`src/rtl/core/mas_pkg.sv`:
```
// Shared types, constants and helper functions of the matrix add, subtract and multiply unit.
package mas_pkg;

   // Largest supported matrix dimension and depth of each element store.
   localparam int MAX_DIM     = 8;
   localparam int STORE_DEPTH = MAX_DIM * MAX_DIM;
   localparam int ADDR_W      = $clog2(STORE_DEPTH);
   localparam int IDX_W       = $clog2(MAX_DIM);
   localparam int DIM_W       = 4;
   localparam int CNT_W       = ADDR_W + 1;
   localparam int DATA_W      = 32;

   // Operation codes of the op_mode register.
   localparam logic [1:0] OP_ADD = 2'd0;
   localparam logic [1:0] OP_SUB = 2'd1;
   localparam logic [1:0] OP_MUL = 2'd2;

   // Register indexes of the configuration port.
   localparam int CSR_IDX_W = 3;
   localparam int CSR_DATA_W = 4;
   localparam logic [CSR_IDX_W-1:0] CSR_ROWS_A  = 3'd0;
   localparam logic [CSR_IDX_W-1:0] CSR_COLS_A  = 3'd1;
   localparam logic [CSR_IDX_W-1:0] CSR_ROWS_B  = 3'd2;
   localparam logic [CSR_IDX_W-1:0] CSR_COLS_B  = 3'd3;
   localparam logic [CSR_IDX_W-1:0] CSR_OP_MODE = 3'd4;

   // One request: an element for matrix A or matrix B.
   typedef struct packed {
      logic                     to_matrix_b;
      logic signed [DATA_W-1:0] element;
   } req_type;

   // One result element, or the single error result.
   typedef struct packed {
      logic signed [DATA_W-1:0] result_value;
      logic [IDX_W-1:0]         result_row;
      logic [IDX_W-1:0]         result_col;
      logic                     last;
      logic                     dim_error;
   } rsp_type;

   // Write into one of the two element stores.
   typedef struct packed {
      logic              en;
      logic              sel_b;
      logic [ADDR_W-1:0] addr;
      logic [DATA_W-1:0] data;
   } store_wr_type;

   // Run description handed from the loader to the compute engine.
   typedef struct packed {
      logic             fit;
      logic             mul;
      logic             sub;
      logic [DIM_W-1:0] rr;
      logic [DIM_W-1:0] rc;
      logic [DIM_W-1:0] kn;
      logic [DIM_W-1:0] ca;
      logic [DIM_W-1:0] cb;
   } run_cfg_type;

   // Tag that travels with a read through the compute pipeline.
   typedef struct packed {
      logic             valid;
      logic             first_k;
      logic             last_k;
      logic             last_all;
      logic [IDX_W-1:0] row;
      logic [IDX_W-1:0] col;
   } pipe_tag_type;

   // Compute engine states.
   typedef enum logic [1:0] {
      ENG_IDLE,
      ENG_RUN,
      ENG_DRAIN,
      ENG_ERR
   } eng_state_type;

   // A dimension register of zero counts as one, anything above the maximum as the maximum.
   function automatic logic [DIM_W-1:0] eff_dim(input logic [DIM_W-1:0] v);
      logic [DIM_W-1:0] r;
      if (v == '0) begin
         r = DIM_W'(1);
      end else if (v > DIM_W'(MAX_DIM)) begin
         r = DIM_W'(MAX_DIM);
      end else begin
         r = v;
      end
      return r;
   endfunction

endpackage

```
`src/rtl/core/mas_store.sv`:
```
// Element stores for matrix A and matrix B, one write port and registered reads.
module mas_store (
   input  logic                            clock,
   input  mas_pkg::store_wr_type           wr,
   input  logic [mas_pkg::ADDR_W-1:0]      rd_addr_a,
   input  logic [mas_pkg::ADDR_W-1:0]      rd_addr_b,
   output logic [mas_pkg::DATA_W-1:0]      rd_data_a,
   output logic [mas_pkg::DATA_W-1:0]      rd_data_b
);

   logic [mas_pkg::DATA_W-1:0] mem_a [mas_pkg::STORE_DEPTH];
   logic [mas_pkg::DATA_W-1:0] mem_b [mas_pkg::STORE_DEPTH];

   // Matrix A store: write when selected, read every cycle.
   always_ff @(posedge clock) begin
      if (wr.en && !wr.sel_b) begin
         mem_a[wr.addr] <= wr.data;
      end
      rd_data_a <= mem_a[rd_addr_a];
   end

   // Matrix B store: write when selected, read every cycle.
   always_ff @(posedge clock) begin
      if (wr.en && wr.sel_b) begin
         mem_b[wr.addr] <= wr.data;
      end
      rd_data_b <= mem_b[rd_addr_b];
   end

endmodule

```
`config.mk`:
```
export PLATFORM = sky130hd
export DESIGN_NAME = mas_store
export DESIGN_NICKNAME = d
export VERILOG_FILES = /design/src/rtl/core/mas_pkg.sv /design/src/rtl/core/mas_store.sv
export SDC_FILE = /design/constraint.sdc
export NUM_CORES = 2
export LEC_CHECK = 0
export BUFFER_PORTS_ARGS = -buffer_cell sky130_fd_sc_hd__buf_4
export CORE_ASPECT_RATIO = 1.2
export CORE_MARGIN = 2
export CORE_UTILIZATION = 63
export DETAILED_ROUTE_END_ITERATION = 12
export GPL_ROUTABILITY_DRIVEN = 0
export PLACE_DENSITY_LB_ADDON = 0.3
export SYNTH_ARGS = -nofsm -noshare
export SYNTH_HDL_FRONTEND = slang
export SYNTH_SLANG_ARGS = --single-unit
```
`constraint.sdc`:
```
create_clock -name clock -period 4.5 [get_ports clock]
set_input_delay 0.45 -clock clock [delete_from_list [all_inputs] [get_ports clock]]
set_output_delay 0.45 -clock clock [all_outputs]
set_load 0.05 [all_outputs]
```
* Yosys cells after proc, flatten, opt, wreduce, memory -nomap -nowiden
Memory sizes are Yosys's and may differ from the RTL's. A register that Yosys moved wholly into a read port is not among the register bits.
Index checks and enable logic that the tools add are counted.
** Cells by class
- Mux-type cells :: 4
- Reductions and logical operators :: 3
** Operators by type and width (number)
- 1-bit two-way mux :: 4
- 1-bit logical AND :: 2
- 1-bit logical NOT :: 1
** Word-level totals
- Flip-flop bits (word level) :: 0
- RAM bits :: 4096
- Bits of input ports :: 53
- Output and inout port bits :: 64
- Logic and storage cells :: 9
- Memories :: 2
** Memories
- mem_a :: depth 64, bits a word 32, rd ports 1, clocked after memory_dff 1, write ports 1, line mas_store.sv:11 : logic [mas_pkg::DATA_W-1:0] mem_a [mas_pkg::STORE_DEPTH];
- mem_b :: depth 64, bits a word 32, rd ports 1, clocked after memory_dff 1, write ports 1, line mas_store.sv:12 : logic [mas_pkg::DATA_W-1:0] mem_b [mas_pkg::STORE_DEPTH];

* Logic depth before layout (Yosys ltp)
- Depth in word-level cells :: 4
- Gate-level depth with buffers :: 10
- Gate-level depth less buffers :: 5

* Worst setup path before layout
Ideal clock, no wire load.
- Path kind :: input-to-reg
- Start :: input port wr[33] (netlist bit)
- End :: memory mem_b[42][0] (netlist bit), enable pin
- Library setup time :: 0.421 ns
- Data arrival time :: 2.881 ns
- Required time :: 4.079 ns
- Path slack :: 1.198 ns
- Stages on the path :: 6
- Path buffers :: 2
- Cell sequence :: clkbuf_1 or3b_2 clkbuf_1 inv_1 nand2_1 nor2_1
** RTL lines
- start, declared :: line mas_store.sv:4 : input mas_pkg::store_wr_type wr,
- end, declared :: line mas_store.sv:12
No word-level cell before the write port.

==> impl_results.md <==
- Run status: finished with violations
- Failing checks: design-rule violations, max-capacitance violations, max-slew violations
- Setup repair after global routing missed its margin: false
- Via count of the first global-routing pass: 79.48k
- IR drop worst, VDD: 0.4766 mV
- Ratio of final minimum period to clock period: 0.7260
- Critical R2R Launch: mem_b[47][19]
- Maximum clock path buffer count: 4
- Clock tree from TritonCTS: done
- Net count of the mapped netlist: 6878
- DR WL/cell: 38.26 um
- Largest stage delay on the critical path: 1210 ps
- Cell Pwr Density: 453.4 nW/um^2
- Fin. max-slew vios: 2
- Overall Global Routing Usage: 0.3326
- Width of the die: roughly 460 um
- Commonest cells in the synthesized netlist: sky130_fd_sc_hd__edfxtp_1, sky130_fd_sc_hd__mux4_2, sky130_fd_sc_hd__mux2i_1, sky130_fd_sc_hd__nor2_1, sky130_fd_sc_hd__o22ai_1
- Area of the mapped netlist: 157200 um^2
- Fraction of layout cells with a size suffix above 1: 0.2926
- Pre-Repair DR Iteration Count: 10
- Layout area overhead: 12.73%
- Count of vias placed by the detailed router: ~78k
- Number of enable-type register cells in the synthesized netlist: 4096
- Final critical delay including setup and external delays: about 3300 ps
- Wire length of the first global-routing pass: ~590000 um
- Number of remaining DRC errors: 1
- Count of nets after finishing: around 7.4k
- Remaining global-route overflow: 0
- Setup slack, reg-to-reg: 1590 ps
- Final total power: 80.36 mW
- Maximum frequency from static timing analysis: 306.1 MHz
- Cell type with the highest aggregate area in the netlist: sky130_fd_sc_hd__edfxtp_1
- CTS root buf: sky130_fd_sc_hd__clkbuf_16
- Cell-by-cell trace of the critical path: buf_8, buf_4, mux4_2, mux4_2, o22ai_1, nor2_1
- Detailed-placement wirelength estimate: 231400 um
- DR iter-0 viols: 12.26k
- Most repeated cell in the gate-level netlist after synthesis: sky130_fd_sc_hd__edfxtp_1
- Endpoint of the worst hold-timing path: mem_a[32][21]
- Data arrival at the endpoint of the critical path: around 4000 ps
- Number of cells on the worst hold path: 1
- Port buffer count: 116
- Starting density of the core: 0.6347
- Post-synthesis register bit count: 4160
- Max transition margin: -0.08381
- Std cell rows: 200
- Proportion of netlist area held by the largest area contributor: 0.7823
- Area taken by flip-flops and latches: 124300 um^2
- Maximum level of the CTS H-tree: 5
- Drt via density: just over 7
- Remaining number of nets flagged by the antenna check after routing: 0
- Synth warn: 0
- Number of inserted filler cells in the final layout: roughly 13k
- Core region area: approximately 250000 um^2
- Slew at the pin closest to its max-slew limit: approximately 1600 ps
- Height of the die: 551.3 um
- Startpoint of the tightest hold check path: wr[21]
- Worst R2R Path Depth: 4
- Total CTS buffers: approximately 390
- Antenna violations before repair: 20
- Final Skew: 50.28 ps
- Asr flop ratio synth: 0
- Leakage: between 50 and 60 nW
- Kind of capture point of the worst setup path: flop
- Final hold violations: 0
- Dominant register cell in the synthesized netlist: sky130_fd_sc_hd__edfxtp_1
- Number of setup violations in the final report: 0
- Sequential cell area fraction in the yosys report: 0.7904
- Max Cap Viol: 1
- Path class of the lowest-slack min-delay path: input port to flop
- Detailed-route wire length: around 420000 um
- Postcts setup bufs: 0
- Critical path class: input port to flop
- Cell types with the largest area share after synthesis: sky130_fd_sc_hd__edfxtp_1, sky130_fd_sc_hd__mux4_2, sky130_fd_sc_hd__mux2i_1, sky130_fd_sc_hd__dfxtp_1, sky130_fd_sc_hd__o22ai_1
- Unique cell type count in the Yosys netlist: 46
- Area of the multi-input gates: about 32000 um^2
- Total die area: 253600 um^2
- R2R Path End: rd_data_b[19]
- Clock latency of the later-clocked register in the worst-skew pair: 900 ps
- Worst-path fanout max: 64
- Post-route cell area: ~180000 um^2
- Setup_tns: 0 ps
- CTS clk-pin slew, worst paths: 60 ps
- Post-Syn Instances: around 6.8k
- Placed Area: 164500 um^2
- Largest net degree at the start of global routing: between 100 and 150
- Cell seen most often among critical-path stages: sky130_fd_sc_hd__mux4_2
- Critical path required time: 5190 ps
- Standard cell with the maximum stage delay on the critical path: sky130_fd_sc_hd__o22ai_1
- Kind of start point of the critical path: input port
- Post-synthesis average cell area: 23.04 um^2
- Final worst hold slack: 42.15 ps
- Number of clock sinks seen by CTS: 4160
- Number of primary I/O pins: around 120
-- logic make-up after synthesis --
logic type	Yosys count	share of synthesized area
AND/OR/NAND/NOR	500	0.01475
multiplexers	1260	0.1599
flip-flops	4160	0.7904
buffers and inverters	381	0.01301
AO/OA/AOI/OAI	524	0.02196
-- power by group --
group | switching, mW | leakage [nW] | internal, mW | total, mW
Sequential | 0.191 | 37.4 | 42.8 | 43.0
Combinational | 2.90 | 12.3 | 1.44 | 4.34
Clock | 14.1 | 6.21 | 19.0 | 33.1
-- stage by stage --
| stage | setup WS (ps) | cells | util |
|---|---|---|---|
| after global routing | 1348 | 10890 | 0.7154 |
| final | 1233 | 10900 | 0.7155 |
| after floorplan | 1198 | 6825 | - |
| after CTS | 1390 | 10890 | 0.7154 |
| after detailed placement | 491.7 | 10180 | 0.6639 |
| after global placement | 527.7 | 10180 | 0.6639 |
-- layer usage --
layer	vias to the layer above	share of wire	routed length [um]	GRT usage
met2	6019	0.49	204800	0.5375
met1	40870	0.32	135400	0.4294
li1	30170	-	-	-
met5	-	0.000098	41	0
met4	6	0.070	29320	0.1930
met3	1057	0.11	47340	0.06390
-- critical path: cells and delay by family --
family	cells	cell delay, ps
mux	2	1090
simple gates	1	120
compound gates	1	1210
buf+inv	2	990
-- layout make-up --
class,count,share of cell area
antenna,8,0.0001129
clock buffer,495,0.05918
clock inverter,208,0.01253
inverter,9,0.0001906
multi-input combinational,2284,0.1800
sequential,4160,0.7012
tap,3232,0.02281
timing repair buffer,500,0.02405
-- placed cells by master (no fill, tap or decap), drive strengths merged, types with 5 or more instances in the layout --
master and instances:
nand2b 29, nor2 226, clkinvlp 17, diode 8
nand2 87, nand3b 16, inv 21, buf 496
clkinv 136, o22a 10, edfxtp 4096, nor4 34
bufinv 43, or2 5, o221ai 39, a221oi 57
a211oi 16, o21ai 76, o22ai 186, nand3 34
or3b 7, dfxtp 64, mux4 998, clkbuf 495
mux2i 231, a22oi 9, nor2b 22, o211ai 19
and2 7, mux2 31, a21oi 90, nor3 22
-- worst max-delay path by stage --
stage / from / end / slack (ps) / cells after the start
2_1_floorplan: wr[33] / mem_b[42][0] / 1200 / 6
3_3_place_gp: rd_addr_b[0] / rd_data_b[19] / 530 / 6
3_5_place_dp: rd_addr_b[0] / rd_data_b[19] / 490 / 6
4_1_cts: rd_addr_b[0] / rd_data_b[19] / 1390 / 6
5_1_grt: wr[38] / mem_a[19][16] / 1350 / 6
6_report: rd_addr_b[0] / rd_data_b[19] / 1230 / 6
-- state kept, by name (all words and copies together), names as in the netlist --
name       cells
rd_data_a     32
mem_a       2048
rd_data_b     32
mem_b       2048
-- what timing repair did --
| action | CTS | global route |
|---|---|---|
| resized for setup | 0 | 0 |
| endpoints found under the hold margin | 76 | 0 |
| endpoints found under the setup margin | 0 | 0 |
| hold buffers | 4 | 0 |
(Power assumes the default switching activity.)
